**src/olpl_pkg.sv**
```systemverilog
// Shared types and constants of the object line parser/loader.
// No dependencies; the front, queue, emitter and top files import this package.
package olpl_pkg;

   localparam int LINE_COUNT_WIDTH_DEF = 16;
   localparam int BUF_BYTES            = 6;

   typedef enum logic [1:0] {
      KIND_WRITE   = 2'd0,
      KIND_ACCEPT  = 2'd1,
      KIND_FORMAT  = 2'd2,
      KIND_OVERLAP = 2'd3
   } kind_type;

   // one finished line, as handed from the parser to the emitter
   typedef struct packed {
      kind_type        kind;
      logic [11:0]     addr;
      logic [2:0]      nwr;
      logic [5:0][7:0] bytes;
      logic [15:0]     line_num;
   } line_rec_type;

   // parser-side closing of a line, before the span check
   typedef struct packed {
      logic            bad;
      logic            blank;
      logic [11:0]     addr;
      logic [2:0]      nbytes;
      logic [5:0][7:0] bytes;
   } close_type;

   // queue handshake seen by the emitter
   typedef struct packed {
      logic empty;
      logic pop;
   } q_ctl_type;

endpackage

```
**src/olpl_ifs.sv**
```systemverilog
// Channel interfaces of the object line parser/loader.
// No dependencies; olpl_pkg is not imported here.
interface olpl_req_if;
   logic       valid;
   logic       ready;
   logic [7:0] text_char;
   logic       end_of_line;
   modport source (output valid, output text_char, output end_of_line, input ready);
   modport sink   (input valid, input text_char, input end_of_line, output ready);
endinterface

interface olpl_rsp_if;
   logic        valid;
   logic        ready;
   logic [1:0]  result_kind;
   logic [11:0] write_address;
   logic [7:0]  write_byte;
   logic [15:0] line_number;
   logic        last_of_line;
   modport source (output valid, output result_kind, output write_address,
                   output write_byte, output line_number, output last_of_line,
                   input ready);
   modport sink   (input valid, input result_kind, input write_address,
                   input write_byte, input line_number, input last_of_line,
                   output ready);
endinterface

```
**src/olpl_front.sv**
```systemverilog
// Character parser and line checker: column state, then span/overlap check.
// Depends on olpl_pkg and olpl_req_if.
module olpl_front import olpl_pkg::*; #(
   parameter int LINE_COUNT_WIDTH = LINE_COUNT_WIDTH_DEF
) (
   input  logic          clock,
   input  logic          reset,
   olpl_req_if.sink      req,
   input  logic          q_full,
   output logic          rec_push,
   output line_rec_type  rec
);

   logic [4:0]           col_ff, col_in;
   logic                 mal_ff, mal_in;
   logic                 blank_ff, blank_in;
   logic [11:0]          addr_ff, addr_in;
   logic [3:0]           cnt_ff, cnt_in;
   logic                 ended_ff, ended_in;
   logic [5:0][7:0]      buf_ff, buf_in;

   close_type            close_ff, close_in;
   logic                 close_valid_ff;
   logic [12:0]          prev_end_ff;
   logic                 prev_valid_ff;
   logic [LINE_COUNT_WIDTH-1:0] count_ff, num;
   logic                 halted_ff;

   logic [7:0]  c;
   logic        ws, hv, take, close_go, overlap, accept;
   logic [3:0]  hval;
   logic [2:0]  bidx;
   logic [12:0] sum;
   logic [2:0]  nwr;
   logic [31:0] num_wide;

   assign c = req.text_char;
   assign ws = (c == 8'h20) || (c inside {[8'd9:8'd13]});

   always_comb begin
      hv   = 1'b1;
      hval = 4'h0;
      if (c inside {["0":"9"]}) begin
         hval = 4'(c - "0");
      end else if (c inside {["a":"f"]}) begin
         hval = 4'(c - "a" + 8'd10);
      end else if (c inside {["A":"F"]}) begin
         hval = 4'(c - "A" + 8'd10);
      end else begin
         hv = 1'b0;
      end
   end

   assign bidx = cnt_ff[3:1];

   always_comb begin
      mal_in   = mal_ff;
      blank_in = blank_ff;
      addr_in  = addr_ff;
      cnt_in   = cnt_ff;
      ended_in = ended_ff;
      buf_in   = buf_ff;
      col_in   = (col_ff != 5'd31) ? col_ff + 5'd1 : col_ff;
      if (col_ff <= 5'd20 && !ws) blank_in = 1'b0;
      case (col_ff)
         5'd0, 5'd1, 5'd8, 5'd21: begin
            if (c != " ") mal_in = 1'b1;
         end
         5'd2: begin
            if (c != "0") mal_in = 1'b1;
         end
         5'd3: begin
            if (c != "x") mal_in = 1'b1;
         end
         5'd4, 5'd5, 5'd6: begin
            if (!hv) mal_in = 1'b1;
            else addr_in = {addr_ff[7:0], hval};
         end
         5'd7: begin
            if (c != ":") mal_in = 1'b1;
         end
         5'd22: begin
            if (c != "|") begin
               mal_in   = 1'b1;
               blank_in = 1'b0;
            end
         end
         default: begin
            if (col_ff inside {[5'd9:5'd20]}) begin
               if (ended_ff) begin
                  if (!ws) mal_in = 1'b1;
               end else if (hv && cnt_ff < 4'd12) begin
                  if (!cnt_ff[0]) buf_in[bidx] = {hval, 4'h0};
                  else buf_in[bidx] = buf_ff[bidx] | {4'h0, hval};
                  cnt_in = cnt_ff + 4'd1;
               end else if (ws) begin
                  if (c != " " && cnt_ff != 4'd0) mal_in = 1'b1;
                  ended_in = 1'b1;
               end else begin
                  mal_in = 1'b1;
               end
            end
         end
      endcase
   end

   assign close_in.bad    = (col_in < 5'd23) || (!blank_in && (mal_in || cnt_in[0]));
   assign close_in.blank  = blank_in;
   assign close_in.addr   = addr_in;
   assign close_in.nbytes = cnt_in[3:1];
   assign close_in.bytes  = buf_in;

   assign close_go  = close_valid_ff && (halted_ff || !q_full);
   assign req.ready = !close_valid_ff || close_go;
   assign take      = req.valid && req.ready;

   // line check against the previous span
   assign num      = (count_ff != '1) ? count_ff + 1'b1 : count_ff;
   assign num_wide = 32'(num);
   assign sum      = {1'b0, close_ff.addr} + 13'(close_ff.nbytes);
   assign overlap  = !close_ff.blank && prev_valid_ff && (prev_end_ff > {1'b0, close_ff.addr});
   assign accept   = !close_ff.bad && !overlap;
   assign nwr      = close_ff.nbytes - (sum[12] ? sum[2:0] : 3'd0);

   always_comb begin
      rec.addr     = close_ff.addr;
      rec.bytes    = close_ff.bytes;
      rec.line_num = (num_wide > 32'hFFFF) ? 16'hFFFF : num_wide[15:0];
      rec.nwr      = 3'd0;
      if (close_ff.bad) begin
         rec.kind = KIND_FORMAT;
      end else if (overlap) begin
         rec.kind = KIND_OVERLAP;
      end else begin
         rec.kind = KIND_ACCEPT;
         if (!close_ff.blank) rec.nwr = nwr;
      end
   end

   assign rec_push = close_go && !halted_ff;

   always_ff @(posedge clock) begin
      if (reset) begin
         col_ff         <= '0;
         mal_ff         <= 1'b0;
         blank_ff       <= 1'b1;
         addr_ff        <= '0;
         cnt_ff         <= '0;
         ended_ff       <= 1'b0;
         close_valid_ff <= 1'b0;
         prev_end_ff    <= '0;
         prev_valid_ff  <= 1'b0;
         count_ff       <= '0;
         halted_ff      <= 1'b0;
      end else begin
         if (take) begin
            if (req.end_of_line) begin
               col_ff   <= '0;
               mal_ff   <= 1'b0;
               blank_ff <= 1'b1;
               addr_ff  <= '0;
               cnt_ff   <= '0;
               ended_ff <= 1'b0;
            end else begin
               col_ff   <= col_in;
               mal_ff   <= mal_in;
               blank_ff <= blank_in;
               addr_ff  <= addr_in;
               cnt_ff   <= cnt_in;
               ended_ff <= ended_in;
            end
         end
         if (take && req.end_of_line) close_valid_ff <= 1'b1;
         else if (close_go) close_valid_ff <= 1'b0;
         if (rec_push) begin
            if (accept) begin
               count_ff <= num;
               if (!close_ff.blank && close_ff.nbytes != 3'd0) begin
                  prev_end_ff   <= sum;
                  prev_valid_ff <= 1'b1;
               end
            end else begin
               halted_ff <= 1'b1;
            end
         end
      end
   end

   always_ff @(posedge clock) begin
      if (take) buf_ff <= buf_in;
      if (take && req.end_of_line) close_ff <= close_in;
   end

   a_halt_sticks: assert property (@(posedge clock) disable iff (reset)
      halted_ff |=> halted_ff)
      else $error("halt flag cleared without reset");

   a_no_push_after_halt: assert property (@(posedge clock) disable iff (reset)
      halted_ff |-> !rec_push)
      else $error("line record pushed after halt");

endmodule

```
**src/olpl_queue.sv**
```systemverilog
// Two-entry line record queue between the parser and the emitter.
// Depends on olpl_pkg.
module olpl_queue import olpl_pkg::*; (
   input  logic          clock,
   input  logic          reset,
   input  logic          push,
   input  line_rec_type  push_rec,
   output logic          full,
   input  q_ctl_type     ctl_in,
   output logic          empty,
   output line_rec_type  head
);

   line_rec_type mem_ff [2];
   logic         wr_ptr_ff, rd_ptr_ff;
   logic [1:0]   count_ff;

   assign full  = (count_ff == 2'd2);
   assign empty = (count_ff == 2'd0);
   assign head  = mem_ff[rd_ptr_ff];

   always_ff @(posedge clock) begin
      if (reset) begin
         wr_ptr_ff <= 1'b0;
         rd_ptr_ff <= 1'b0;
         count_ff  <= '0;
      end else begin
         if (push) wr_ptr_ff <= !wr_ptr_ff;
         if (ctl_in.pop) rd_ptr_ff <= !rd_ptr_ff;
         count_ff <= count_ff + 2'(push) - 2'(ctl_in.pop);
      end
   end

   always_ff @(posedge clock) begin
      if (push) mem_ff[wr_ptr_ff] <= push_rec;
   end

   a_count_bound: assert property (@(posedge clock) disable iff (reset)
      count_ff <= 2'd2 && !(push && full) && !(ctl_in.pop && empty))
      else $error("queue overrun or underrun");

endmodule

```
**src/olpl_back.sv**
```systemverilog
// Result emitter: byte writes of the head record, then its status beat.
// Depends on olpl_pkg and olpl_rsp_if.
module olpl_back import olpl_pkg::*; (
   input  logic          clock,
   input  logic          reset,
   input  logic          empty,
   input  line_rec_type  head,
   output q_ctl_type     ctl,
   olpl_rsp_if.source    rsp
);

   logic        out_valid_ff;
   kind_type    kind_ff, kind_in;
   logic [11:0] addr_ff, addr_in;
   logic [7:0]  byte_ff, byte_in;
   logic [15:0] line_ff;
   logic        last_ff, last_in;
   logic [2:0]  idx_ff;
   logic        load, is_wr;

   assign load  = !out_valid_ff || rsp.ready;
   assign is_wr = idx_ff < head.nwr;

   always_comb begin
      if (is_wr) begin
         kind_in = KIND_WRITE;
         addr_in = head.addr + 12'(idx_ff);
         byte_in = head.bytes[idx_ff];
         last_in = 1'b0;
      end else begin
         kind_in = head.kind;
         addr_in = '0;
         byte_in = '0;
         last_in = 1'b1;
      end
   end

   assign ctl.empty = empty;
   assign ctl.pop   = load && !empty && !is_wr;

   always_ff @(posedge clock) begin
      if (reset) begin
         out_valid_ff <= 1'b0;
         idx_ff       <= '0;
      end else if (load) begin
         out_valid_ff <= !empty;
         if (!empty) idx_ff <= is_wr ? idx_ff + 3'd1 : 3'd0;
      end
   end

   always_ff @(posedge clock) begin
      if (load && !empty) begin
         kind_ff <= kind_in;
         addr_ff <= addr_in;
         byte_ff <= byte_in;
         line_ff <= head.line_num;
         last_ff <= last_in;
      end
   end

   assign rsp.valid         = out_valid_ff;
   assign rsp.result_kind   = kind_ff;
   assign rsp.write_address = addr_ff;
   assign rsp.write_byte    = byte_ff;
   assign rsp.line_number   = line_ff;
   assign rsp.last_of_line  = last_ff;

   a_idx_bound: assert property (@(posedge clock) disable iff (reset)
      !empty |-> idx_ff <= head.nwr)
      else $error("write index ran past the line's byte count");

endmodule

```
**src/object_line_parser_loader.sv**
```systemverilog
// Top level of the object line parser/loader: parser, line queue, emitter.
// Depends on olpl_pkg, olpl_ifs, olpl_front, olpl_queue, olpl_back.
//
//  channel  dir  beat
//  req_ch   in   text_char, end_of_line   (one character)
//  rsp_ch   out  result_kind, write_address, write_byte, line_number, last_of_line
//
// One character is taken per cycle unless req_ch stalls. A line is checked from its registered
// close record; its writes and status then leave at one beat per cycle from the output
// register while rsp_ch is ready, up to seven beats per line, behind a two-line queue.
// Reset is synchronous and clears all control state. req_ch stalls only when a
// finished line cannot enter a full queue; after an error input is drained.
module object_line_parser_loader import olpl_pkg::*; #(
   parameter int LINE_COUNT_WIDTH = LINE_COUNT_WIDTH_DEF
) (
   input  logic        clock,
   input  logic        reset,
   olpl_req_if.sink    req_ch,
   olpl_rsp_if.source  rsp_ch
);

   logic         q_full, q_empty, rec_push;
   line_rec_type rec, head;
   q_ctl_type    q_ctl;

   olpl_front #(.LINE_COUNT_WIDTH(LINE_COUNT_WIDTH)) u_front (
      .clock    (clock),
      .reset    (reset),
      .req      (req_ch),
      .q_full   (q_full),
      .rec_push (rec_push),
      .rec      (rec)
   );

   olpl_queue u_queue (
      .clock    (clock),
      .reset    (reset),
      .push     (rec_push),
      .push_rec (rec),
      .full     (q_full),
      .ctl_in   (q_ctl),
      .empty    (q_empty),
      .head     (head)
   );

   olpl_back u_back (
      .clock (clock),
      .reset (reset),
      .empty (q_empty),
      .head  (head),
      .ctl   (q_ctl),
      .rsp   (rsp_ch)
   );

endmodule
```
**src/flat_wrapper.sv**
```systemverilog
// flat-port wrapper written by rule: the top's interface ports become plain ports
module object_line_parser_loader_flat import olpl_pkg::*;
#(
   parameter int LINE_COUNT_WIDTH = LINE_COUNT_WIDTH_DEF
)
  (clock, reset, req_ch_valid, req_ch_text_char, req_ch_end_of_line, req_ch_ready, rsp_ch_valid, rsp_ch_result_kind, rsp_ch_write_address, rsp_ch_write_byte, rsp_ch_line_number, rsp_ch_last_of_line, rsp_ch_ready);
  olpl_req_if req_ch_i ();
  olpl_rsp_if rsp_ch_i ();
  input  logic clock;
  input  logic reset;
  input wire logic [$bits(req_ch_i.valid)-1:0] req_ch_valid;
  input wire logic [$bits(req_ch_i.text_char)-1:0] req_ch_text_char;
  input wire logic [$bits(req_ch_i.end_of_line)-1:0] req_ch_end_of_line;
  output wire logic [$bits(req_ch_i.ready)-1:0] req_ch_ready;
  output wire logic [$bits(rsp_ch_i.valid)-1:0] rsp_ch_valid;
  output wire logic [$bits(rsp_ch_i.result_kind)-1:0] rsp_ch_result_kind;
  output wire logic [$bits(rsp_ch_i.write_address)-1:0] rsp_ch_write_address;
  output wire logic [$bits(rsp_ch_i.write_byte)-1:0] rsp_ch_write_byte;
  output wire logic [$bits(rsp_ch_i.line_number)-1:0] rsp_ch_line_number;
  output wire logic [$bits(rsp_ch_i.last_of_line)-1:0] rsp_ch_last_of_line;
  input wire logic [$bits(rsp_ch_i.ready)-1:0] rsp_ch_ready;
  assign req_ch_i.valid = req_ch_valid;
  assign req_ch_i.text_char = req_ch_text_char;
  assign req_ch_i.end_of_line = req_ch_end_of_line;
  assign req_ch_ready = req_ch_i.ready;
  assign rsp_ch_valid = rsp_ch_i.valid;
  assign rsp_ch_result_kind = rsp_ch_i.result_kind;
  assign rsp_ch_write_address = rsp_ch_i.write_address;
  assign rsp_ch_write_byte = rsp_ch_i.write_byte;
  assign rsp_ch_line_number = rsp_ch_i.line_number;
  assign rsp_ch_last_of_line = rsp_ch_i.last_of_line;
  assign rsp_ch_i.ready = rsp_ch_ready;
  object_line_parser_loader #(.LINE_COUNT_WIDTH(LINE_COUNT_WIDTH)) u_core (.clock(clock), .reset(reset), .req_ch(req_ch_i), .rsp_ch(rsp_ch_i));
endmodule
```
**config.mk**
```make
export PLATFORM = sky130hd
export DESIGN_NAME = object_line_parser_loader_flat
export DESIGN_NICKNAME = d
export VERILOG_FILES = /design/src/olpl_pkg.sv /design/src/olpl_ifs.sv /design/src/olpl_front.sv /design/src/olpl_queue.sv /design/src/olpl_back.sv /design/src/object_line_parser_loader.sv /design/src/flat_wrapper.sv
export SDC_FILE = /design/constraint.sdc
export NUM_CORES = 1
export LEC_CHECK = 0
export ABC_CLOCK_PERIOD_IN_PS = 7000
export BUFFER_PORTS_ARGS = -buffer_cell sky130_fd_sc_hd__buf_4
export CAP_MARGIN = 20
export CORE_ASPECT_RATIO = 1.2
export CORE_MARGIN = 3
export CORE_UTILIZATION = 30
export CTS_BUF_LIST = sky130_fd_sc_hd__clkbuf_8
export CTS_CLUSTER_DIAMETER = 60
export DETAILED_ROUTE_END_ITERATION = 10
export HOLD_SLACK_MARGIN = 0.02
export PLACE_DENSITY = 0.45
export SETUP_SLACK_MARGIN = 0.05
export SYNTH_ARGS = -nofsm -noshare
export SYNTH_HDL_FRONTEND = slang
export SYNTH_HIERARCHICAL = 1
export SYNTH_SLANG_ARGS = --single-unit
```
**constraint.sdc**
```tcl
create_clock -name clock -period 7 [get_ports clock]
set_input_delay 0.7 -clock clock [delete_from_list [all_inputs] [get_ports clock]]
set_output_delay 0.7 -clock clock [all_outputs]
set_load 0.01 [all_outputs]
```
# Word-level counts from Yosys, hierarchy flattened
# Memory sizes are Yosys's and may differ from the RTL's. A register that Yosys moved wholly into a read port is not among the register bits.
# Cells that the tools add are included.
# W data, S select, Z words.
[word_totals] output_inout_bits=41 mem_bits_rw=162 register_bits=216 memories=1 elab_cells=215 in_bits=13
[memory_table] memory="u_core.u_queue.mem_ff" words=2 width=81 read_ports=1 rd_ports_with_merged_regs=1 write_ports=1 line_no="olpl_queue.sv:14" source="line_rec_type mem_ff [2];"
[classes] n_mux=69 n_eq_ne=20 n_reduce_logical=53 addsub=14 bitwise_logic=3 n_lt_le_gt_ge=18
[ops] op="$mux W48" n=5
[ops] op="$bwmux W48" n=2
[ops] op="$bmux W8 S3" n=2
[ops] op="$mux W12" n=3
[ops] op="$mux W1" n=33
[ops] op="$mux W16" n=2
[ops] op="$mux W4" n=8
[ops] op="$demux W8 S3" n=1
[ops] op="$mux W8" n=3
[ops] op="$ne A8 B6 Y1 const B" n=3
[ops] op="$eq A5 B3 Y1 const B" n=4
[ops] op="$logic_and A1 B1 Y1" n=20
[ops] op="$add A16 B1 Y16 const B" n=1
[ops] op="$ge A8 B7 Y1 const B" n=2
[ops] op="$gt A16 B16 Y1 const B" n=1
[ops] op="$le A8 B7 Y1 const B" n=2
[ops] op="$ne A16 B16 Y1 const B" n=1
[ops] op="$ne A8 B7 Y1 const B" n=2
[ops] op="$mux W3" n=5
[ops] op="$add A12 B3 Y13" n=1
[ops] op="$gt A13 B12 Y1" n=1
[ops] op="$logic_not A1 Y1" n=13
[ops] op="$add A12 B3 Y12" n=1
[ops] op="$sub A4 B1 Y4 const B" n=3
[ops] op="42 further kinds" n=58

# Depth between registers and ports, before layout
# Gate-level depths: netlist of the first run.
[depth] depth_word=13 depth_mapped=13 ltp_nobuf=11

# By module
# The synthesis of the first run kept the hierarchy.
[modules_own_cells] module="olpl_front" area_per_inst_um2=8969.9 n_inst=1 cells_each=796 seq_area_each_um2=4514.3
[modules_own_cells] module="olpl_queue" area_per_inst_um2=6465.0 n_inst=1 cells_each=273 seq_area_each_um2=4964.8
[modules_own_cells] module="olpl_back" area_per_inst_um2=2135.8 n_inst=1 cells_each=168 seq_area_each_um2=1251.2

# Least setup slack after synthesis of the first run
# Ideal clock, no wire load.
[synth_timing] path_kind="register to register" from="reg u_core.u_queue.count_ff[1]" to="mem u_core/u_queue/mem_ff[0][0] (netlist bit), enable pin" required_ns=6.469 n_path_buf=0 t_arrival_ns=4.696 synth_period_minus_slack_ns=5.227 setup_ns=0.531 path_slack_ns=1.773 path_stages_with_launch=5 path_cell_list="dfxtp_1 > nor2b_1 > or3b_2 > clkinv_1 > nor2b_1"
[synth_via] elab_chain_cells=7
[synth_lines] element="start, declared" line_no="olpl_queue.sv:16" source="logic [1:0] count_ff;"
[synth_lines] element="start signal, assigned" line_no="olpl_queue.sv:30" source="count_ff <= count_ff + 2'(push) - 2'(ctl_in.pop);"
[synth_lines] element="$eq A2 B2 Y1" line_no="olpl_queue.sv:18" source="assign full = (count_ff == 2'd2);"
[synth_lines] element="named net u_core.q_full" line_no="object_line_parser_loader.sv:22" source="logic q_full, q_empty, rec_push;"
[synth_lines] element="$logic_not A1 Y1" line_no="olpl_front.sv:113" source="assign close_go = close_valid_ff && (halted_ff || !q_full);"
[synth_lines] element="$logic_or A1 B1 Y1" line_no="olpl_front.sv:113"
[synth_lines] element="$logic_and A1 B1 Y1" line_no="olpl_front.sv:113"
[synth_lines] element="$logic_and A1 B1 Y1" line_no="olpl_front.sv:140" source="assign rec_push = close_go && !halted_ff;"
[synth_lines] element="named net u_core.rec_push" line_no="object_line_parser_loader.sv:22"
[synth_lines] element="$mux W1" line_no="olpl_queue.sv:35" source="if (push) mem_ff[wr_ptr_ff] <= push_rec;"
[synth_lines] element="$mux W1 (implied by the code)" line_no="olpl_queue.sv:35"
[synth_lines] element="end, declared" line_no="olpl_queue.sv:14"
# The timed path passes the listed nets, and every way through them passes these cells.

# Worst setup path in the final report of the first run
[layout_timing] from="reg u_core.u_front.close_ff (netlist bit u_core/u_front/rec[70])" to="reg u_core.u_front.count_ff[13]"
[layout_via] elab_chain_cells=5
[layout_lines] element="start, declared" line_no="olpl_front.sv:22" source="close_type close_ff, close_in;"
[layout_lines] element="start signal, assigned" line_no="olpl_front.sv:191" source="if (take && req.end_of_line) close_ff <= close_in;"
[layout_lines] element="$gt A13 B12 Y1" line_no="olpl_front.sv:121" source="assign overlap = !close_ff.blank && prev_valid_ff && (prev_end_ff > {1'b0, close_ff.addr});"
[layout_lines] element="$logic_and A1 B1 Y1" line_no="olpl_front.sv:121"
[layout_lines] element="$logic_not A1 Y1" line_no="olpl_front.sv:122" source="assign accept = !close_ff.bad && !overlap;"
[layout_lines] element="$logic_and A1 B1 Y1" line_no="olpl_front.sv:122"
[layout_lines] element="$reduce_and A2 Y1 (no source line)"
[layout_lines] element="end signal, assigned" line_no="olpl_front.sv:177" source="count_ff <= num;"
[layout_lines] element="end, declared" line_no="olpl_front.sv:26" source="logic [LINE_COUNT_WIDTH-1:0] count_ff, num;"
# Every way passes these cells.
# A chain may end at the register's enable or synchronous reset.

==> results of run 1 <==
layout make-up:
| cell class | count | area, um^2 |
|---|---|---|
| antenna | 1 | 2.502 |
| clock buffer | 68 | 935.9 |
| clock inverter | 51 | 352.8 |
| fill | 5625 | 38030 |
| inverter | 50 | 187.7 |
| multi-input combinational | 696 | 5859 |
| sequential | 379 | 10730 |
| tap | 735 | 919.6 |
| timing repair buffer | 68 | 510.5 |
sequential cells by signal, indices dropped and copies added, names as in the netlist, 8 cells and up, named ones only:
name                             cells
u_core/u_queue/mem_ff              162
u_core/u_front/rec                  60
u_core/u_front/buf_ff               48
u_core/u_back/rsp.line_number       16
u_core/u_front/count_ff             16
u_core/u_front/prev_end_ff          13
u_core/u_back/rsp.write_address     12
u_core/u_front/addr_ff              12
u_core/u_back/rsp.write_byte         8
cells in the final DEF, fill, tap and decap left out, types with 5 or more instances in the layout:
| master | n |
|---|---|
| sky130_fd_sc_hd__a21o_1 | 7 |
| sky130_fd_sc_hd__a21oi_1 | 62 |
| sky130_fd_sc_hd__a22oi_1 | 17 |
| sky130_fd_sc_hd__a311oi_1 | 10 |
| sky130_fd_sc_hd__a31oi_1 | 7 |
| sky130_fd_sc_hd__and2_1 | 5 |
| sky130_fd_sc_hd__and3_1 | 6 |
| sky130_fd_sc_hd__buf_4 | 68 |
| sky130_fd_sc_hd__clkbuf_8 | 68 |
| sky130_fd_sc_hd__clkinv_1 | 14 |
| sky130_fd_sc_hd__clkinv_2 | 7 |
| sky130_fd_sc_hd__dfxtp_1 | 64 |
| sky130_fd_sc_hd__edfxtp_1 | 314 |
| sky130_fd_sc_hd__ha_1 | 34 |
| sky130_fd_sc_hd__inv_1 | 66 |
| sky130_fd_sc_hd__mux2_2 | 63 |
| sky130_fd_sc_hd__mux2_4 | 80 |
| sky130_fd_sc_hd__mux2i_1 | 17 |
| sky130_fd_sc_hd__mux4_2 | 12 |
| sky130_fd_sc_hd__nand2_1 | 36 |
| sky130_fd_sc_hd__nand2b_1 | 8 |
| sky130_fd_sc_hd__nand3_1 | 31 |
| sky130_fd_sc_hd__nand4_1 | 11 |
| sky130_fd_sc_hd__nor2_1 | 82 |
| sky130_fd_sc_hd__nor2b_1 | 12 |
| sky130_fd_sc_hd__nor3_1 | 15 |
| sky130_fd_sc_hd__nor3b_1 | 5 |
| sky130_fd_sc_hd__nor4_1 | 7 |
| sky130_fd_sc_hd__o21ai_0 | 27 |
| sky130_fd_sc_hd__o221ai_1 | 5 |
| sky130_fd_sc_hd__o22ai_1 | 5 |
| sky130_fd_sc_hd__or3_1 | 11 |
| sky130_fd_sc_hd__xnor2_1 | 27 |
| sky130_fd_sc_hd__xor2_1 | 10 |
final timing paths:
kind / start / cells past startpoint / slack (ns) / endpoint
setup / recovery: u_core/u_front/rec[70]$_DFFE_PP_ / 9 / 3.48 / u_core/u_front/count_ff[13]$_SDFFE_PP0P_
setup reg to reg: u_core/u_front/rec[70]$_DFFE_PP_ / 9 / 3.48 / u_core/u_front/count_ff[13]$_SDFFE_PP0P_
hold / removal: rsp_ch_ready / 3 / 0.43 / u_core/u_back/rsp.valid$_SDFFE_PP0N_
hold reg to reg: u_core/u_front/rec[46]$_DFFE_PP_ / 0 / 0.45 / u_core/u_queue/mem_ff[1][46]$_DFFE_PP_
layer usage:
layer / GRT usage / up-vias / share of wire
met5: 0 / - / 0
met4: 0.04023 / 0 / 0.019
met3: 0.02604 / 56 / 0.044
met2: 0.1949 / 205 / 0.48
met1: 0.1624 / 4844 / 0.46
li1: - / 4674 / -
through the flow:
stage | cells | utilization | cell area [um^2] | total power [uW] | worst slack, ns
2_1_floorplan | 1236 | - | 17560 | 2874 | 1.773
5_1_grt | 2048 | 0.3390 | 19500 | 5160 | 3.208
3_5_place_dp | 1928 | 0.3165 | 18210 | 3006 | 3.159
4_1_cts | 2047 | 0.3389 | 19500 | 5033 | 3.467
3_3_place_gp | 1928 | 0.3165 | 18210 | 3005 | 3.198
6_report | 2048 | 0.3390 | 19500 | 4926 | 3.482
critical path: stages, from the launching register on:
cell                       delay (ns)
sky130_fd_sc_hd__edfxtp_1        0.54
sky130_fd_sc_hd__inv_1           0.13
sky130_fd_sc_hd__ha_1            0.32
sky130_fd_sc_hd__nand3_1         0.09
sky130_fd_sc_hd__or4_1           0.47
sky130_fd_sc_hd__o22ai_1         0.18
sky130_fd_sc_hd__a21o_1          0.76
sky130_fd_sc_hd__inv_1           0.40
sky130_fd_sc_hd__nor2_1          0.35
sky130_fd_sc_hd__a311oi_1        0.14
power by group through the flow:
stage | clock [uW] | combinational (uW) | sequential, uW
final | 1980 | 366 | 2580
after global routing | 2170 | 402 | 2590
after CTS | 2070 | 375 | 2590
after detailed placement | 0 | 373 | 2630
after global placement | 0 | 374 | 2630
after floorplan | 0 | 249 | 2630
==> flow_summary.json, run 1 <==
{
  "floorplan.die_area_um2": 61490,
  "post_drt_wl_per_cell_um": 18.28,
  "run_status": "finished, final reports clean",
  "timing.final.hold_violations": 0,
  "share_comb_of_total_power": 0.074,
  "drtAntennaViolNets": 0,
  "cell_internal_pwr_uw": 3760,
  "core_um2": 57540,
  "post_cts.resized_instances": 0,
  "route.final.wire_length_um": 37450,
  "chipHeight_um": 271.1,
  "grt_setup_unrepaired": "false",
  "numCtsBuffers": 66,
  "worst_slew_pin_slew_ns": 1.071,
  "pwr_per_cell_area_nw_per_um2": 252.6,
  "timing.final.crit_period_ns": 3.518,
  "port-buffer-count": 53,
  "cts_max_path_buffers": 3,
  "die_width_um": 226.9,
  "p_leak_uw": 0.006614,
  "cts-htree-levels": 3,
  "fmaxAchievable_mhz": 284.3,
  "timing.final.max_slew_violations": 0,
  "num_rows": 96,
  "initialDrtViolationCount": 582,
  "sequential_fraction_of_design_power": 0.524,
  "max-slew-margin-rel": 0.2843,
  "timing.final.crit_share": 0.5025,
  "place.detailed.hpwl_um": 24570,
  "whs_ns": 0.4345,
  "vias": 9779,
  "clk_latency_ns": 0.63,
  "fraction_of_final_layout_cells_with_drive_strength_greater_than_1": 0.2561,
  "synth_nets": 1286,
  "sort_of_element_at_the_end_of_the_critical_path": "register",
  "grt_first_pass_wirelength_um": 57500,
  "timing.setup.critical_path_class": "register to register",
  "avgSynthCellArea_um2": 14.21,
  "remaining_drc_errors": 0,
  "worst-endpoint-required_ns": 7.48,
  "cp.arrival_ns": 4.00,
  "cts_tree": "done",
  "setup.worst_path.start_class": "register",
  "synth.yosys.warnings": 6,
  "grt_max_degree": 67,
  "power.share.switching": 0.2367,
  "design.portCount": 54,
  "clock_power_share": 0.401,
  "post_cts_setup_inserts": 0,
  "cts-hold-fix-buffers": 0,
  "starting_density_of_the_core": 0.3053,
  "route.detailed.vias_per_inst": 4.775,
  "skew_ns": 0.04125,
  "area_growth_pct": 11.04,
  "netlist_instances": 1236,
  "fin_setup_tns_ns": 0,
  "timing.max_cap.violations": 0,
  "peakVddDrop_uv": 101.2,
  "clk_pin_slew_worst_paths_ns": 0.06,
  "worst_hold_path_type": "primary input to register",
  "nNetsFinal": 1311,
  "first_global_vias": 9705,
  "grt_util_all_layers": 0.1213,
  "dr.pass1.iters": 5,
  "cts_sinks": 379,
  "timing.final.setup_violations": 0,
  "p_switching_uw": 1166,
  "worst-path-max-fanout": 28,
  "cts_root_buf": "sky130_fd_sc_hd__clkbuf_8",
  "synth.cell_area_um2": 17560,
  "antenna_found_initial": 1,
  "routability_congestion": 0.7555,
  "grt.overflow.total": 0
}
Note: power is estimated with default switching activity, not from simulation.
==> run 2: changes to the inputs <==
Settings changed: ABC_AREA set to 1, ABC_CLOCK_PERIOD_IN_PS 7000 to 3400.
Clock period 7 ns to 3.4 ns, I/O delays scaled along.
==> run 2 against run 1 <==
Effect of this change:
- count of clock-buffer cells in the layout is the same
- sequential power up 110%
- highest routed layer unchanged
- largest cell class unchanged
- critical endpoint is now u_core/u_queue/mem_ff[1][66]$_DFFE_PP_
- first-iteration DRC count down 2.1%
- cell count increased by 24%
==> flow_summary.json, run 2 <==
{
  "clk_pin_slew_worst_paths_ns": 0.07,
  "crit_chain": "ha_1 -> fa_1 -> a21oi_1 -> nor2_1 -> nand3_1 -> nor2_1 -> nand2_1 -> nor2_1 -> nand3_1 -> fa_1 -> xor2_1 -> xnor2_1 -> nor2_1",
  "cp.arrival_ns": 3.37,
  "grt_util_all_layers": 0.1250,
  "vias": 11144,
  "sort_of_element_at_the_end_of_the_critical_path": "register",
  "final_common_cell": "sky130_fd_sc_hd__nand2_1",
  "chipHeight_um": 276.5,
  "netlist_instances": 1645,
  "floorplan.die_area_um2": 63980,
  "max_reg_flops": 162,
  "pwr_per_cell_area_nw_per_um2": 513.7,
  "setup_slack_ns": 0.4507,
  "timing.critical_path.max_delay_family": "simple AND/OR/NAND/NOR gates",
  "die_width_um": 231.4,
  "core_um2": 59960,
  "final.fill_count": 6032,
  "timing.final.crit_period_ns": 2.949,
  "pre_cts_slack_ns": 0.4204,
  "dr.pass1.iters": 5,
  "first_global_vias": 11493,
  "route.detailed.vias_per_inst": 4.391,
  "fin_setup_tns_ns": 0,
  "avgSynthCellArea_um2": 11.12,
  "antenna_found_initial": 1,
  "grt_max_degree": 77,
  "timing.final.max_slew_violations": 0,
  "peakVddDrop_uv": 228.6,
  "synth.cell_area_um2": 18290,
  "worst_setup_path_startpoint": "u_core/u_front/rec[67]$_DFFE_PP_",
  "critical_path_buf_inv_count": 0,
  "grt_first_pass_wirelength_um": 63600,
  "max-slew-margin-rel": 0.4261,
  "timing.final.hold_violations": 0,
  "post_drt_wl_per_cell_um": 15.73,
  "fraction_of_final_layout_cells_with_drive_strength_greater_than_1": 0.1969,
  "mostFrequentLayoutCells": "sky130_fd_sc_hd__nand2_1, sky130_fd_sc_hd__edfxtp_1, sky130_fd_sc_hd__inv_1, sky130_fd_sc_hd__nor2_1, sky130_fd_sc_hd__mux2_4",
  "place.detailed.hpwl_um": 26900,
  "grt.overflow.total": 0,
  "clk_latency_ns": 0.67,
  "route.final.wire_length_um": 39930,
  "timing.final.setup_violations": 0,
  "timing.final.crit_share": 0.8674,
  "synth_nets": 1695,
  "design.portCount": 54,
  "register_name_with_the_most_flops": "u_core/u_queue/mem_ff",
  "area_growth_pct": 11.61,
  "drtAntennaViolNets": 0,
  "utilization": 0.3405,
  "timing.setup.critical_path_class": "register to register",
  "routability_congestion": 0.8346,
  "crit-reg2reg-launch": "u_core/u_front/rec[67]$_DFFE_PP_",
  "starting_density_of_the_core": 0.3051,
  "worst_hold_path_type": "primary input to register",
  "cts-htree-levels": 2,
  "timing.max_cap.violations": 0,
  "skew_ns": 0.06812,
  "worst-endpoint-required_ns": 3.82,
  "cts_sinks": 379,
  "worst-path-max-fanout": 5,
  "synth.yosys.warnings": 6,
  "grt_setup_unrepaired": "false",
  "cts_root_buf": "sky130_fd_sc_hd__clkbuf_8",
  "num_rows": 98,
  "timing.hold.worst.start": "reset",
  "worst_slew_pin_slew_ns": 0.8608,
  "place.detailed.instances": 2422,
  "cts_max_path_buffers": 3,
  "slowest_delay_ns": 0.43,
  "fmaxAchievable_mhz": 339.1,
  "nNetsFinal": 1737,
  "setup.worst_path.start_class": "register",
  "layout.cells.non_filler": 2538,
  "port-buffer-count": 53,
  "critical_path.most_common_cell": "sky130_fd_sc_hd__nor2_1",
  "initialDrtViolationCount": 570,
  "cts_tree": "done",
  "whs_ns": 0.1635,
  "worst_path_max_delay_cell": "sky130_fd_sc_hd__edfxtp_1",
  "run_status": "finished, final reports clean",
  "remaining_drc_errors": 0,
  "numCtsBuffers": 61,
  "p_leak_uw": 0.007943
}
## run 2: worst register-to-register path, stage by stage, from the launching register on
cell,delay (ns)
sky130_fd_sc_hd__edfxtp_1,0.43
sky130_fd_sc_hd__ha_1,0.21
sky130_fd_sc_hd__fa_1,0.21
sky130_fd_sc_hd__a21oi_1,0.09
sky130_fd_sc_hd__nor2_1,0.16
sky130_fd_sc_hd__nand3_1,0.13
sky130_fd_sc_hd__nor2_1,0.15
sky130_fd_sc_hd__nand2_1,0.10
sky130_fd_sc_hd__nor2_1,0.24
sky130_fd_sc_hd__nand3_1,0.15
sky130_fd_sc_hd__fa_1,0.39
sky130_fd_sc_hd__xor2_1,0.18
sky130_fd_sc_hd__xnor2_1,0.19
sky130_fd_sc_hd__nor2_1,0.07
## run 2: layout make-up
class | count | area, um^2 | share of cell area
Antenna cell | 1 | 2.502 | 0.0001226
Clock buffer | 68 | 935.9 | 0.04584
Clock inverter | 45 | 366.6 | 0.01796
Inverter | 209 | 798.3 | 0.03910
Tap cell | 800 | 1001 | 0.04903
Timing Repair Buffer | 78 | 628.1 | 0.03077
Multi-Input combinational cell | 958 | 5949 | 0.2914
Sequential cell | 379 | 10730 | 0.5258
## run 2: through the flow
stage / total power, uW / cell area (um^2)
after detailed placement: 6446 / 19090
final: 10490 / 20420
after global routing: 11010 / 20420
after CTS: 10710 / 20410
after floorplan: 6121 / 18300
after global placement: 6433 / 19090
## run 2: path summary, 6_finish.rpt
path,to,slack (ns),cells after the start
max,u_core/u_queue/mem_ff[1][66]$_DFFE_PP_,0.45,13
min,u_core/u_front/count_ff[10]$_SDFFE_PP0P_,0.16,4
max reg2reg,u_core/u_queue/mem_ff[1][66]$_DFFE_PP_,0.45,13
min reg2reg,u_core/u_queue/mem_ff[1][16]$_DFFE_PP_,0.40,0
## run 2: timing repair
action / 4_1_cts / 5_1_grt
setup endpoints to repair: 0 / 0
hold buffers: 2 / 0
resized for setup: 0 / 0
hold endpoints to repair: 2 / 0
setup buffers: 0 / 0
## run 2: power by group
part	switching [uW]	internal (uW)	total, uW
clock network	1860	2300	4170
logic	637	384	1020
registers	74.0	5230	5300
## run 2: metal layers
| metal | global-route usage | vias to the layer above | wire length [um] | share of wire |
|---|---|---|---|---|
| li1 | - | 5603 | - | - |
| met2 | 0.2138 | 179 | 19290 | 0.48 |
| met4 | 0.03450 | 0 | 750 | 0.019 |
| met5 | 0 | - | 0 | 0 |
| met1 | 0.1609 | 5313 | 18350 | 0.46 |
| met3 | 0.02432 | 49 | 1541 | 0.039 |
==> run 3: changes to the inputs <==
Settings changed: CELL_PAD_IN_SITES_DETAIL_PLACEMENT set to 1, CELL_PAD_IN_SITES_GLOBAL_PLACEMENT set to 1, PLACE_DENSITY 0.45 to 0.53.
==> run 3 against run 2 <==
Effect of this change:
- fmax shrank 0.84%
- critical path depth unchanged
- combinational power barely moved
- hold slack worse by 0.053 ns
- worst setup slack worse by 0.025 ns
- cell count up 0.43%
- first-iteration DRC count decreased by 0.88%
- register-to-register slack worse by 0.02 ns
- count of clock-buffer cells in the layout increased by 7
- wire length rose by 7.0%
==> flow_summary.json, run 3 (synthesized netlist as in run 2, its figures left out) <==
{
  "num_rows": 98,
  "skew_ns": 0.02638,
  "share_comb_of_total_power": 0.098,
  "grt_max_degree": 62,
  "crit_chain": "ha_1 -> fa_1 -> a21oi_1 -> nor2_1 -> nand3_1 -> nor2_1 -> nand2_1 -> nor2_1 -> nand2_1 -> fa_1 -> xor2_1 -> xnor2_1 -> nor2_1",
  "grt_util_all_layers": 0.1354,
  "chipHeight_um": 276.5,
  "cts_root_buf": "sky130_fd_sc_hd__clkbuf_8",
  "place.detailed.instances": 2427,
  "cts_tree": "done",
  "remaining_drc_errors": 0,
  "fin_setup_tns_ns": 0,
  "whs_path_depth": 2,
  "pwr_per_cell_area_nw_per_um2": 505.5,
  "die_width_um": 231.4,
  "initialDrtViolationCount": 565,
  "regToRegSetupSlack_ns": 0.43,
  "design.portCount": 54,
  "grt.overflow.total": 0,
  "register_name_with_the_most_flops": "u_core/u_queue/mem_ff",
  "timing.final.crit_share": 0.8748,
  "run_status": "finished, final reports clean",
  "timing.final.max_slew_violations": 0,
  "final.fill_count": 6642,
  "layout.cells.non_filler": 2549,
  "timing.final.crit_period_ns": 2.974,
  "crit-reg2reg-launch": "u_core/u_front/rec[67]$_DFFE_PP_",
  "critical_path.most_common_cell": "sky130_fd_sc_hd__nor2_1",
  "route.detailed.vias_per_inst": 4.494,
  "power.share.switching": 0.2513,
  "timing.critical_path.max_delay_family": "simple AND/OR/NAND/NOR gates",
  "worst_path_max_delay_cell": "sky130_fd_sc_hd__edfxtp_1",
  "worst_hold_path_type": "primary input to register",
  "port-buffer-count": 53,
  "cp.arrival_ns": 3.34,
  "cts_sinks": 379,
  "fmaxAchievable_mhz": 336.2,
  "timing.final.setup_violations": 0,
  "cts_max_path_buffers": 3,
  "core_um2": 59960,
  "numCtsBuffers": 66,
  "drtAntennaViolNets": 0,
  "first_global_vias": 12255,
  "sequential_fraction_of_design_power": 0.515,
  "post_drt_wl_per_cell_um": 16.77,
  "setup.worst_path.start_class": "register",
  "reg2regPathDepth": 13,
  "p_switching_uw": 2593,
  "floorplan.die_area_um2": 63980,
  "p_leak_uw": 0.007963,
  "timing.max_cap.violations": 0,
  "timing.hold.worst.start": "reset",
  "slowest_delay_ns": 0.43,
  "route.final.wire_length_um": 42740,
  "cts-htree-levels": 3,
  "dr.pass1.iters": 4,
  "clock_power_share": 0.388,
  "max-slew-margin-rel": 0.5194,
  "worst-endpoint-required_ns": 3.77,
  "max_reg_flops": 162,
  "pre_cts_slack_ns": 0.3944,
  "nNetsFinal": 1747,
  "utilization": 0.3405,
  "grt_setup_unrepaired": "false",
  "setup_slack_ns": 0.4258,
  "peakVddDrop_uv": 190.2,
  "routability_congestion": 0.7731,
  "timing.final.hold_violations": 0,
  "worst_slew_pin_slew_ns": 0.7133,
  "clk_pin_slew_worst_paths_ns": 0.06,
  "area_growth_pct": 11.61,
  "fraction_of_final_layout_cells_with_drive_strength_greater_than_1": 0.2019,
  "reg_to_reg_endpoint": "u_core/u_queue/mem_ff[0][66]$_DFFE_PP_",
  "cell_internal_pwr_uw": 7725,
  "critical_path_buf_inv_count": 0,
  "sort_of_element_at_the_end_of_the_critical_path": "register",
  "antenna_found_initial": 1,
  "final_common_cell": "sky130_fd_sc_hd__nand2_1",
  "vias": 11454,
  "mostFrequentLayoutCells": "sky130_fd_sc_hd__nand2_1, sky130_fd_sc_hd__edfxtp_1, sky130_fd_sc_hd__inv_1, sky130_fd_sc_hd__nor2_1, sky130_fd_sc_hd__mux2_4",
  "starting_density_of_the_core": 0.3051,
  "place.detailed.hpwl_um": 29990,
  "clk_latency_ns": 0.62,
  "post_cts.resized_instances": 0,
  "timing.setup.critical_path_class": "register to register",
  "grt_first_pass_wirelength_um": 68670,
  "worst-path-max-fanout": 5,
  "timing.hold.worst_endpoint": "u_core/u_queue/rd_ptr_ff$_SDFFE_PP0P_"
}
==> run 3: cell count changes in the layout (fill, tap and decap cells not counted), sizes merged <==
cell / previous run / this run
clkinvlp: 1 / 4
bufinv: 6 / 1
buf: 76 / 81
clkbuf: 68 / 75
clkinv: 24 / 21
inv: 223 / 227
==> run 3: worst reg2reg max path: cells and delay by family (launching register included) <==
kind                     cells  cell delay (ns)
AND/OR/NAND/NOR              7             0.99
XOR/XNOR                     2             0.33
AO/OA/AOI/OAI                1             0.10
flip-flops                   1             0.43
adder cells (fa/ha/maj)      3             0.86
==> run 3: layer usage <==
layer,track usage,routed length [um]
met4,0.04658,807
met1,0.1684,19100
met3,0.02288,1357
met5,0,0
met2,0.2368,21480
==> run 3: layout make-up <==
type                            instances  area, um^2  area share
Tap cell                              800        1001     0.04903
Sequential cell                       379       10730      0.5258
Antenna cell                            1       2.502   0.0001226
Timing Repair Buffer                   83       665.6     0.03261
Inverter                              209       798.3     0.03910
Multi-Input combinational cell        958        5949      0.2914
Clock buffer                           75        1032     0.05056
Clock inverter                         44       231.5     0.01134
==> run 3: power by group through the flow <==
stage          Clock [uW]  Sequential [uW]  Combinational [uW]
4_1_cts              4200             5320                1040
2_1_floorplan           0             5420                 705
3_3_place_gp            0             5410                1030
5_1_grt              4400             5330                1130
6_report             4000             5310                1010
3_5_place_dp            0             5410                1040
==> run 3: stage by stage <==
stage / hold WS, ns / total power, uW / area, um^2
floorplan: 0.4091 / 6121 / 18300
global placement: 0.4235 / 6431 / 19130
detailed placement: 0.4337 / 6449 / 19130
CTS: 0.04239 / 10550 / 20410
global route: 0.08042 / 10860 / 20410
finish: 0.1108 / 10320 / 20410
==> run 3: how the worst max path moves through the flow <==
| stage | startpoint | to | slack, ns | cells past startpoint |
|---|---|---|---|---|
| 5_1_grt | u_core/u_front/rec[67]$_DFFE_PP_ | u_core/u_queue/mem_ff[0][66]$_DFFE_PP_ | 0.15 | 13 |
| 3_5_place_dp | u_core/u_front/rec[67]$_DFFE_PP_ | u_core/u_queue/mem_ff[1][66]$_DFFE_PP_ | 0.39 | 13 |
| 6_report | u_core/u_front/rec[67]$_DFFE_PP_ | u_core/u_queue/mem_ff[0][66]$_DFFE_PP_ | 0.43 | 13 |
| 3_3_place_gp | u_core/u_front/rec[67]$_DFFE_PP_ | u_core/u_queue/mem_ff[0][66]$_DFFE_PP_ | 0.46 | 13 |
| 4_1_cts | u_core/u_front/rec[67]$_DFFE_PP_ | u_core/u_queue/mem_ff[0][66]$_DFFE_PP_ | 0.38 | 13 |
| 2_1_floorplan | u_core/u_queue/count_ff[1]$_SDFF_PP0_ | u_core/u_front/close_ff[48]$_DFFE_PP_ | 0.33 | 6 |
==> run 3: timing repair <==
item | 4_1_cts | 5_1_grt
hold endpoints to repair | 4 | 0
buffers inserted | 0 | 0
hold buffers | 2 | 0
